### config.mk
export PLATFORM = sky130hd
export DESIGN_NAME = touch_gesture_classifier_top
export DESIGN_NICKNAME = d
export VERILOG_FILES = /design/src/rtl/core/tgc_pkg.sv /design/src/rtl/core/touch_gesture_classifier_top.sv /design/src/rtl/core/tgc_cfg_regs.sv /design/src/rtl/core/tgc_classify.sv
export SDC_FILE = /design/constraint.sdc
export NUM_CORES = 1
export LEC_CHECK = 0
export BUFFER_PORTS_ARGS = -buffer_cell sky130_fd_sc_hd__buf_2
export CORE_MARGIN = 2
export CORE_UTILIZATION = 54
export DETAILED_ROUTE_END_ITERATION = 16
export PLACE_DENSITY = 0.78
export SLEW_MARGIN = 20
export SYNTH_ARGS = -nofsm -noshare
export SYNTH_HDL_FRONTEND = slang
export SYNTH_HIERARCHICAL = 1
export SYNTH_SLANG_ARGS = --single-unit
### constraint.sdc
create_clock -name clk -period 4.22 [get_ports clk]
set_clock_uncertainty 0.1 [all_clocks]
set_input_delay 0.633 -clock clk [delete_from_list [all_inputs] [get_ports clk]]
set_output_delay 0.633 -clock clk [all_outputs]
set_load 0.01 [all_outputs]
### src/rtl/core/tgc_pkg.sv
// tgc_pkg: shared constants, codes and structs of the touch gesture classifier
// used by every module under rtl/core; depends on nothing

`default_nettype none

package tgc_pkg;

	localparam int COORD_BITS = 10;
	localparam int REG_BITS   = 10;
	localparam int CMP_BITS   = (COORD_BITS > REG_BITS) ? COORD_BITS : REG_BITS;
	localparam int DATA_BITS  = 32;
	localparam int ADDR_BITS  = 5;
	localparam int IDX_BITS   = ADDR_BITS - 2;

	localparam logic [IDX_BITS-1:0] REG_SWIPE_THR   = IDX_BITS'(0);
	localparam logic [IDX_BITS-1:0] REG_CLICK_THR   = IDX_BITS'(1);
	localparam logic [IDX_BITS-1:0] REG_SCREEN_H    = IDX_BITS'(2);
	localparam logic [IDX_BITS-1:0] REG_TOP_BAND    = IDX_BITS'(3);
	localparam logic [IDX_BITS-1:0] REG_BOTTOM_BAND = IDX_BITS'(4);

	localparam logic [REG_BITS-1:0] RST_SWIPE_THR   = REG_BITS'(80);
	localparam logic [REG_BITS-1:0] RST_CLICK_THR   = REG_BITS'(10);
	localparam logic [REG_BITS-1:0] RST_SCREEN_H    = REG_BITS'(240);
	localparam logic [REG_BITS-1:0] RST_TOP_BAND    = REG_BITS'(15);
	localparam logic [REG_BITS-1:0] RST_BOTTOM_BAND = REG_BITS'(20);

	typedef enum logic [2:0] {
		GEST_NONE  = 3'd0,
		GEST_LEFT  = 3'd1,
		GEST_RIGHT = 3'd2,
		GEST_UP    = 3'd3,
		GEST_DOWN  = 3'd4,
		GEST_CLICK = 3'd5
	} gesture_t;

	typedef struct packed {
		logic [REG_BITS-1:0] swipe_thr;
		logic [REG_BITS-1:0] click_thr;
		logic [REG_BITS-1:0] screen_h;
		logic [REG_BITS-1:0] top_band;
		logic [REG_BITS-1:0] bottom_band;
	} cfg_t;

	typedef struct packed {
		logic                  pressed;
		logic [COORD_BITS-1:0] x;
		logic [COORD_BITS-1:0] y;
	} sample_t;

	typedef struct packed {
		logic                  was_pressed;
		logic                  swipe_done;
		logic [COORD_BITS-1:0] start_x;
		logic [COORD_BITS-1:0] start_y;
		logic [COORD_BITS-1:0] held_x;
		logic [COORD_BITS-1:0] held_y;
	} track_t;

endpackage

`default_nettype wire

### src/rtl/core/touch_gesture_classifier_top.sv
// touch_gesture_classifier_top: top level of the touch gesture classifier
// depends on tgc_pkg, tgc_cfg_regs and tgc_classify
//
// usage
//   in channel: in_valid/in_ready with pressed, touch_x, touch_y, one touch sample
//   per item. out channel: out_valid/out_ready with gesture, last_pos_x,
//   last_pos_y, exactly one result item per input item, in order.
//   gesture codes: 0 none, 1 left, 2 right, 3 up, 4 down, 5 click.
//   apb-style port: five 10-bit registers at byte addresses 0,4,8,12,16
//   (swipe threshold, click threshold, screen height, top band, bottom band);
//   write them only while no item is in flight. pready is always high.
//   path: an accepted item passes the input register, then the result register,
//   and is valid at the output once it sits in the result register.
//   throughput: one item per cycle while out_ready stays high, set by the
//   combinational classification step between the two registers.
//   stall: when a result waits and out_ready is low the result register holds, the
//   input register fills, and in_ready drops; nothing is lost or repeated.
//   reset: asynchronous, active-low arst_n clears both valid flags, the touch
//   state (no touch in progress, last position 0) and loads register defaults.

`default_nettype none

module touch_gesture_classifier_top (
	input  wire logic                           clk,
	input  wire logic                           arst_n,
	input  wire logic                           in_valid,
	output logic                                in_ready,
	input  wire logic                           pressed,
	input  wire logic [tgc_pkg::COORD_BITS-1:0] touch_x,
	input  wire logic [tgc_pkg::COORD_BITS-1:0] touch_y,
	output logic                                out_valid,
	input  wire logic                           out_ready,
	output tgc_pkg::gesture_t                   gesture,
	output logic      [tgc_pkg::COORD_BITS-1:0] last_pos_x,
	output logic      [tgc_pkg::COORD_BITS-1:0] last_pos_y,
	input  wire logic                           psel,
	input  wire logic                           penable,
	input  wire logic                           pwrite,
	input  wire logic [tgc_pkg::ADDR_BITS-1:0]  paddr,
	input  wire logic [tgc_pkg::DATA_BITS-1:0]  pwdata,
	output logic      [tgc_pkg::DATA_BITS-1:0]  prdata,
	output logic                                pready
);
	import tgc_pkg::*;

	cfg_t                  cfg;
	logic                  vld_s1;
	sample_t               smp_s1;
	logic                  vld_s2;
	gesture_t              gest_s2;
	logic [COORD_BITS-1:0] pos_x_s2;
	logic [COORD_BITS-1:0] pos_y_s2;
	track_t                trk_q;
	track_t                trk_nxt;
	gesture_t              gest_nxt;
	logic                  adv;
	logic                  take;

	tgc_cfg_regs u_cfg (
		.clk     (clk),
		.arst_n  (arst_n),
		.psel    (psel),
		.penable (penable),
		.pwrite  (pwrite),
		.paddr   (paddr),
		.pwdata  (pwdata),
		.prdata  (prdata),
		.pready  (pready),
		.cfg     (cfg)
	);

	tgc_classify u_cls (
		.smp  (smp_s1),
		.cur  (trk_q),
		.cfg  (cfg),
		.gest (gest_nxt),
		.nxt  (trk_nxt)
	);

	assign adv      = vld_s1 & (~vld_s2 | out_ready);
	assign in_ready = ~vld_s1 | adv;
	assign take     = in_valid & in_ready;

	always_ff @(posedge clk or negedge arst_n) begin
		if (!arst_n) begin
			vld_s1 <= 1'b0;
		end else if (in_ready) begin
			vld_s1 <= in_valid;
		end
	end

	always_ff @(posedge clk) begin
		if (take) begin
			smp_s1.pressed <= pressed;
			smp_s1.x       <= touch_x;
			smp_s1.y       <= touch_y;
		end
	end

	always_ff @(posedge clk or negedge arst_n) begin
		if (!arst_n) begin
			vld_s2            <= 1'b0;
			trk_q.was_pressed <= 1'b0;
			trk_q.swipe_done  <= 1'b0;
			trk_q.start_x     <= '0;
			trk_q.start_y     <= '0;
			trk_q.held_x      <= '0;
			trk_q.held_y      <= '0;
		end else begin
			if (adv) begin
				vld_s2            <= 1'b1;
				trk_q.was_pressed <= trk_nxt.was_pressed;
				trk_q.swipe_done  <= trk_nxt.swipe_done;
				trk_q.start_x     <= trk_nxt.start_x;
				trk_q.start_y     <= trk_nxt.start_y;
				trk_q.held_x      <= trk_nxt.held_x;
				trk_q.held_y      <= trk_nxt.held_y;
			end else if (out_ready) begin
				vld_s2 <= 1'b0;
			end
		end
	end

	always_ff @(posedge clk) begin
		if (adv) begin
			gest_s2  <= gest_nxt;
			pos_x_s2 <= trk_nxt.held_x;
			pos_y_s2 <= trk_nxt.held_y;
		end
	end

	assign out_valid  = vld_s2;
	assign gesture    = gest_s2;
	assign last_pos_x = pos_x_s2;
	assign last_pos_y = pos_y_s2;

endmodule

`default_nettype wire

### src/rtl/core/tgc_cfg_regs.sv
// tgc_cfg_regs: configuration registers of the classifier behind an apb-style port
// depends on tgc_pkg

`default_nettype none

module tgc_cfg_regs (
	input  wire logic                          clk,
	input  wire logic                          arst_n,
	input  wire logic                          psel,
	input  wire logic                          penable,
	input  wire logic                          pwrite,
	input  wire logic [tgc_pkg::ADDR_BITS-1:0] paddr,
	input  wire logic [tgc_pkg::DATA_BITS-1:0] pwdata,
	output logic      [tgc_pkg::DATA_BITS-1:0] prdata,
	output logic                               pready,
	output tgc_pkg::cfg_t                      cfg
);
	import tgc_pkg::*;

	logic                wr_en;
	logic [IDX_BITS-1:0] idx;
	logic [REG_BITS-1:0] wval;
	logic [REG_BITS-1:0] rval;
	cfg_t                cfg_q;

	assign wr_en  = psel & penable & pwrite;
	assign idx    = paddr[ADDR_BITS-1:2];
	assign wval   = pwdata[REG_BITS-1:0];
	assign pready = 1'b1;
	assign cfg    = cfg_q;

	always_ff @(posedge clk or negedge arst_n) begin
		if (!arst_n) begin
			cfg_q.swipe_thr   <= RST_SWIPE_THR;
			cfg_q.click_thr   <= RST_CLICK_THR;
			cfg_q.screen_h    <= RST_SCREEN_H;
			cfg_q.top_band    <= RST_TOP_BAND;
			cfg_q.bottom_band <= RST_BOTTOM_BAND;
		end else if (wr_en) begin
			case (idx)
				REG_SWIPE_THR:   cfg_q.swipe_thr   <= wval;
				REG_CLICK_THR:   cfg_q.click_thr   <= wval;
				REG_SCREEN_H:    cfg_q.screen_h    <= wval;
				REG_TOP_BAND:    cfg_q.top_band    <= wval;
				REG_BOTTOM_BAND: cfg_q.bottom_band <= wval;
				default: ;
			endcase
		end
	end

	always_comb begin
		case (idx)
			REG_SWIPE_THR:   rval = cfg_q.swipe_thr;
			REG_CLICK_THR:   rval = cfg_q.click_thr;
			REG_SCREEN_H:    rval = cfg_q.screen_h;
			REG_TOP_BAND:    rval = cfg_q.top_band;
			REG_BOTTOM_BAND: rval = cfg_q.bottom_band;
			default:         rval = '0;
		endcase
		prdata = DATA_BITS'(rval);
	end

endmodule

`default_nettype wire

### src/rtl/core/tgc_classify.sv
// tgc_classify: one classification step, from a sample and the touch state to the
// gesture code and the next touch state; depends on tgc_pkg

`default_nettype none

module tgc_classify (
	input  wire tgc_pkg::sample_t smp,
	input  wire tgc_pkg::track_t  cur,
	input  wire tgc_pkg::cfg_t    cfg,
	output tgc_pkg::gesture_t     gest,
	output tgc_pkg::track_t       nxt
);
	import tgc_pkg::*;

	logic signed [COORD_BITS:0]   dx;
	logic signed [COORD_BITS:0]   dy;
	logic        [COORD_BITS-1:0] ax;
	logic        [COORD_BITS-1:0] ay;
	logic        [CMP_BITS-1:0]   ax_w;
	logic        [CMP_BITS-1:0]   ay_w;
	logic        [CMP_BITS-1:0]   sy_w;
	logic signed [REG_BITS:0]     band_lo;
	logic signed [CMP_BITS+1:0]   band_lo_w;
	logic signed [CMP_BITS+1:0]   sy_s;
	logic                         in_band;
	logic                         horiz;
	logic                         vert;
	logic                         click;

	always_comb begin
		dx = signed'({1'b0, smp.x}) - signed'({1'b0, cur.start_x});
		dy = signed'({1'b0, smp.y}) - signed'({1'b0, cur.start_y});
		ax = dx[COORD_BITS] ? COORD_BITS'(-dx) : dx[COORD_BITS-1:0];
		ay = dy[COORD_BITS] ? COORD_BITS'(-dy) : dy[COORD_BITS-1:0];
		ax_w = CMP_BITS'(ax);
		ay_w = CMP_BITS'(ay);
		sy_w = CMP_BITS'(cur.start_y);

		// bottom band starts at screen height minus band size, may go negative
		band_lo   = signed'({1'b0, cfg.screen_h}) - signed'({1'b0, cfg.bottom_band});
		band_lo_w = (CMP_BITS+2)'(band_lo);
		sy_s      = signed'((CMP_BITS+2)'(cur.start_y));
		in_band   = (sy_w <= CMP_BITS'(cfg.top_band)) |
			((sy_s >= band_lo_w) & (sy_w <= CMP_BITS'(cfg.screen_h)));

		horiz = (ax_w > ay_w) & (ax_w > CMP_BITS'(cfg.swipe_thr));
		vert  = (ay_w > ax_w) & (ay_w > CMP_BITS'(cfg.swipe_thr)) & in_band;
		click = (ax_w < CMP_BITS'(cfg.click_thr)) & (ay_w < CMP_BITS'(cfg.click_thr));

		gest = GEST_NONE;
		nxt  = cur;
		if (smp.pressed) begin
			if (!cur.was_pressed) begin
				nxt.start_x    = smp.x;
				nxt.start_y    = smp.y;
				nxt.swipe_done = 1'b0;
			end else if (!cur.swipe_done) begin
				if (horiz) begin
					gest = dx[COORD_BITS] ? GEST_LEFT : GEST_RIGHT;
				end else if (vert) begin
					gest = dy[COORD_BITS] ? GEST_UP : GEST_DOWN;
				end
			end
			nxt.held_x = smp.x;
			nxt.held_y = smp.y;
		end else begin
			// start point is valid exactly while the previous sample was pressed
			if (cur.was_pressed && click) begin
				gest = GEST_CLICK;
			end
			nxt.swipe_done = 1'b0;
		end
		nxt.was_pressed = smp.pressed;
		if (gest != GEST_NONE) begin
			nxt.swipe_done = 1'b1;
		end
	end

endmodule

`default_nettype wire

Yosys cells after proc, flatten, opt, wreduce, memory -nomap -nowiden
Index checks and enable logic that the tools add are counted.
{"block": "word_totals", "word_cells": 81, "out_inout_bits": 58, "input_bits": 65, "ff_bits": 138}
{"block": "classes", "n_lt_le_gt_ge": 9, "n_reduce_logical": 11, "bitwise_logic": 15, "muxes": 17, "n_addsub": 5, "eq_ne": 5}
{"op": "one-hot mux 10 bit (5 select lines)", "count": 1}
{"op": "greater-than comparator 10 bit", "count": 4}
{"op": "subtractor 10 x 10 -> 11 bit", "count": 3}
{"op": "two-way mux 21 bit", "count": 1}
{"op": "two-way mux 3 bit", "count": 7}
{"op": "<= comparator 10 bit", "count": 2}
{"op": "< comparator 10 bit", "count": 2}
{"op": "two-way mux 10 bit", "count": 2}
{"op": "two-way mux 20 bit", "count": 1}
{"op": "negation 10 bit", "count": 2}
{"op": "AND reduction 2 bit", "count": 6}
{"op": "greater-or-equal comparator 11 bit", "count": 1}
{"op": "bitwise AND 1 bit", "count": 9}
{"op": "== test 3 x 2 -> 1 bit (second input constant)", "count": 2}
{"op": "two-way mux 1 bit", "count": 4}
{"op": "== test 3 x 1 -> 1 bit (second input constant)", "count": 1}
{"op": "== test 3 bit (second input constant)", "count": 1}
{"op": "logical NOT 3 bit", "count": 1}
{"op": "inequality test 3 x 2 -> 1 bit (second input constant)", "count": 1}
{"op": "NOT 1 bit", "count": 3}
{"op": "OR 1 bit", "count": 3}
{"op": "AND reduction 3 bit", "count": 1}
{"op": "nonzero test 3 bit", "count": 1}
{"op": "two-way mux 2 bit", "count": 1}
{"op": "2 further kinds", "count": 2}

Logic depth before layout (Yosys ltp)
{"block": "depth", "word_depth": 14, "mapped_depth": 19, "ltp_nobuf": 19}

Hierarchy
Netlist, hierarchy kept.
{"module": "tgc_classify", "area_per_inst_um2": 4082.7, "n_inst": 1, "seq_area_each_um2": 0.0, "cells_per_inst": 549}
{"module": "touch_gesture_classifier_top", "area_per_inst_um2": 3141.8, "n_inst": 1, "seq_area_each_um2": 2422.3, "cells_per_inst": 141}
{"module": "tgc_cfg_regs", "area_per_inst_um2": 2546.2, "n_inst": 1, "seq_area_each_um2": 1268.7, "cells_per_inst": 190}

Worst setup path before layout
No wires, ideal clock.
{"block": "synth_path", "path_kind": "reg-to-reg", "start": "register smp_s1[10] (netlist name)", "end": "register trk_q[40] (netlist name)", "slack_ps": 77, "path_stages_with_launch": 19, "required_time_ps": 3995, "t_arrival_ps": 3918, "n_path_buf": 0, "synth_period_minus_slack_ps": 4143, "setup_time_ps": 125, "path_cell_list": "edfxtp_1 inv_1 ha_1 fa_1 and2b_1 o22ai_1 xnor2_1 or4_4 o31ai_4 xor2_1 ha_1 and4_1 nand3_1 o22ai_1 a211o_1 o311a_1 a211oi_1 o21ai_0 mux2_4"}
{"item": "start: declaration", "line": "touch_gesture_classifier_top.sv:48", "source": "sample_t smp_s1;"}
{"item": "end: declaration", "line": "touch_gesture_classifier_top.sv:53", "source": "track_t trk_q;"}

Worst setup path after layout
{"block": "layout_path", "start": "register smp_s1[1] (netlist name)", "end": "register gest_s2[2], in the netlist gesture[2], data pin"}
{"block": "layout_via", "elab_chain_cells": 11, "elab_cells_between_ends": 19, "cone_classes": "add/sub: 2; order compare: 4; mux: 8; bitwise: 4; reduce/logical: 1"}
{"item": "subtractor 10 x 10 -> 11 bit (*)", "line": "tgc_classify.sv:32", "source": "dy = signed'({1'b0, smp.y}) - signed'({1'b0, cur.start_y});"}
{"item": "negation 10 bit", "line": "tgc_classify.sv:34", "source": "ay = dy[COORD_BITS] ? COORD_BITS'(-dy) : dy[COORD_BITS-1:0];"}
{"item": "two-way mux 10 bit", "line": "tgc_classify.sv:34"}
{"item": "greater-than comparator 10 bit", "line": "tgc_classify.sv:47", "source": "vert = (ay_w > ax_w) & (ay_w > CMP_BITS'(cfg.swipe_thr)) & in_band;"}
{"item": "bitwise AND 1 bit (2 in a row)", "line": "tgc_classify.sv:47"}
{"item": "two-way mux 3 bit", "line": "tgc_classify.sv:60", "source": "end else if (vert) begin"}
{"item": "two-way mux 3 bit", "line": "tgc_classify.sv:58", "source": "if (horiz) begin"}
{"item": "two-way mux 3 bit", "line": "tgc_classify.sv:57", "source": "end else if (!cur.swipe_done) begin"}
{"item": "two-way mux 3 bit", "line": "tgc_classify.sv:53", "source": "if (!cur.was_pressed) begin"}
{"item": "two-way mux 3 bit (*)", "line": "tgc_classify.sv:52", "source": "if (smp.pressed) begin"}
{"item": "via gest_nxt[2]", "line": "touch_gesture_classifier_top.sv:55", "source": "gesture_t gest_nxt;"}
{"item": "end signal: assignment", "line": "touch_gesture_classifier_top.sv:126", "source": "gest_s2 <= gest_nxt;"}
{"item": "end: declaration", "line": "touch_gesture_classifier_top.sv:50", "source": "gesture_t gest_s2;"}
Mark *: on every way through the listed nets, which the timed path passes. The rest lies on a longest branch.
A chain may end at the register's enable or synchronous reset.

==> flow_summary.yaml <==
logic_synthesis:
  synth_top_flop_cell: "dfrtp_1"
  postSynth.asyncResetShare_pct: 68.1
  ys_warn_count: 6
  seq_area_frac_synth_pct: 37.8
  synth_area_leaders: "dfrtp_1, ha_1, edfxtp_1"
  synth_top_area_share_pct: 20.5
  netlist_instances: 880
  synth_top_area_cell: "dfrtp_1"
  syn_area_um2: 9770
  syn_area_per_cell_um2: 11.1
  ys_seq_elements: 138
  synth_edf_count: 44
  synth_cell_types: 77
clock_network:
  insertion_delay_ns: 0.42
  clk_pin_slew_ns: 0.06
  cts_root_buf: "clkbuf_16"
  htree_levels: 4
  clkSinkCount: 138
  cts_tree: "built"
  cts_buffer_depth: 2
  numCtsBuffers: 17
  hold_buffers: 0
timing:
  layout_setup_ws_ns: -0.245
  fin_crit_ns: 4.47
  tightest_slew_ns: 1.13
  timing.fmax_mhz: 224
  rsz0062_at_grt: "true"
  final-hold-violation-count: 0
  setup_viol: 4
  drv_slew: 0
  slew_headroom_pct: 24.8
  min_period_over_period_pct: 106
routing:
  vias_per_cell: 5.83
  firstDrtPassIters: 5
  vias: 7427
  wl_per_cell_um: 19.2
  drc_errors: 0
  drt-total-wl_mm: 24.4
  drt_iter0_drc: 471
  postRouteAntennaNets: 0
placement:
  gp_congestion: 0.894
  place_inst: 1234
  hpwlAfterDp_mm: 16.9
  placed_area_um2: 10800
  portBuffers: 75
worst_setup_path:
  crit_buf_inv: 2
  setup.worst_path.end_class: "register"
  critical_path.top_delay_family: "compound AO/OA/AOI/OAI gates"
  path_depth: 18
  cp.required_ns: 4.42
  worst-setup-path-type: "reg2reg"
  reg2regPathDepth: 18
  cpPeakStageDelay_ns: 0.44
  path_max_fanout: 3
  arrival_ns: 4.67
  startpoint_type: "register"
  cp_slowest_cell: "edfxtp_1"
  crit_chain: "ha_1, nor2b_1, o2111ai_1, nand3b_1, xnor2_2, nor4b_4, a31oi_2, xor2_1, buf_4, ha_1, and4_1, nand3_2, o22ai_1, a211o_1, o311a_1, nand2_2, o41ai_2, buf_4"
grt:
  globalRouteOverflowTotal: 0
  grt_start_max_net_pins: 62
  grt_pass1_wl_mm: 38.2
  antenna_found_initial: 0
  grt_pass1_vias: 7766
  grt_usage_pct: 24.7
cells_and_area:
  area_growth_pct: 21.3
  nets: 1211
  multi_input_comb_area_um2: 5970
  regArea_um2: 3690
  fillers: 1213
  final_cell_count_no_fill: 1275
  mostFrequentLayoutCell: "ha_1"
  mostFrequentLayoutCells: "ha_1, inv_1, buf_4"
  final_design_area_no_fill_um2: 11900
  antennaDiodeCount: 0
  drive_gt1_share_pct: 38.6
pwr:
  ir_drop_mv: 0.614
  p_sw_share_pct: 43.2
  p_sw_mw: 5.02
  combPwrFrac_pct: 70.1
  internal_power_mw: 6.59
  leakagePower_nw: 5.45
  clockPowerShare_pct: 12.8
  seq_power_share_pct: 17.1
  power_density_nw_per_um2: 979
job:
  maxCapViolCount: 0
die:
  dieArea_um2: 19200
  rows: 49
  coreArea_um2: 17800
  die_h_um: 139
  initial_utilization_pct: 54.8
  die_w_um: 139
  ioPinCount: 123
outcome:
  violations: "setup timing"
  status: "finished with violations"
hold_path:
  hp-class: "in2async"
## worst paths after layout
path	from	end	slack [ns]
setup / recovery	smp_s1[1]	gesture[2]	-0.25
hold / removal	arst_n	trk_q[30]	0.21
setup reg to reg	smp_s1[1]	gesture[2]	-0.25
hold reg to reg	trk_q[12]	trk_q[12]	0.41
max in group asynchronous	arst_n	u_cfg/cfg[26]	2.96
min in group clk	touch_x[5]	smp_s1[15]	0.28
## stage by stage
stage	hold WS, ns	total power, mW	setup TNS (ns)	setup slack (ns)	utilization [%]
4_1_cts	0.239	10.7	-0.191	-0.0908	64.5
5_1_grt	0.267	12.5	-1.07	-0.383	66.4
3_5_place_dp	0.391	8.78	-0.795	-0.241	60.3
2_1_floorplan	0.237	6.48	0	0.0769	-
3_3_place_gp	0.382	8.51	-0.572	-0.166	60.3
6_report	0.209	11.6	-0.462	-0.245	66.4
## synth_stat cells (all sizes together), types with 6 or more instances
cell and n:
mux2 123, ha 110, inv 83, dfrtp 80
o21ai 49, edfxtp 44, nand2 43, buf 38
a21oi 35, nor2 24, xnor2 24, xor2 22
nand3 16, dfstp 14, nor2b 14, a22oi 10
a32oi 9, nand2b 9, a21o 8, nor3 8
a211oi 7, nand4 7, clkbuf 6, o211ai 6
or2 6
## cell type report
class | count | share of cell area (%)
clock buffers | 19 | 3.65
clock inverters | 13 | 1.31
inverters | 83 | 2.63
multi-input cells | 636 | 50.4
flip-flops and latches | 138 | 31.1
well taps | 229 | 2.42
repair buffers | 157 | 8.45
## per-layer routing
metal	wire length, um	vias up	share of wire [%]	global-route usage [%]
met3	962	46	3.9	4.61
met5	0	-	0	0
met2	12700	230	52	43.6
met4	696	0	2.8	9.83
met1	10100	3682	41	29.8
li1	-	3469	-	-
## power groups by stage
stage	sequential (mW)	combinational (mW)	clock, mW
after floorplan	1.97	4.51	0
after global placement	1.97	6.54	0
after detailed placement	1.99	6.80	0
after CTS	1.98	7.18	1.50
after global routing	2.02	8.93	1.57
final	1.99	8.14	1.49
## state kept, by name, summed over array words and instances, names as in the netlist
| name | flops |
|---|---|
| u_cfg/cfg | 50 |
| gesture | 3 |
| out_valid | 1 |
| vld_s1 | 1 |
| last_pos_x | 10 |
| trk_q | 42 |
| last_pos_y | 10 |
| smp_s1 | 21 |
## logic make-up after synthesis
group	share of synthesized area (%)
AO/OA/AOI/OAI	11.6
XOR/XNOR	4.12
adder cells (fa/ha/maj)	14.7
buffers and inverters	6.29
flip-flops	37.8
multiplexers	16.3
other	0.0769
AND/OR/NAND/NOR	9.17
## repair_timing
action / CTS / global route
pin swaps: 14 / 24
endpoints found under the setup margin: 4 / 4
resized for setup: 30 / 52
setup buffers: 2 / 7
No activity file was read; power rests on OpenSTA's default activity.
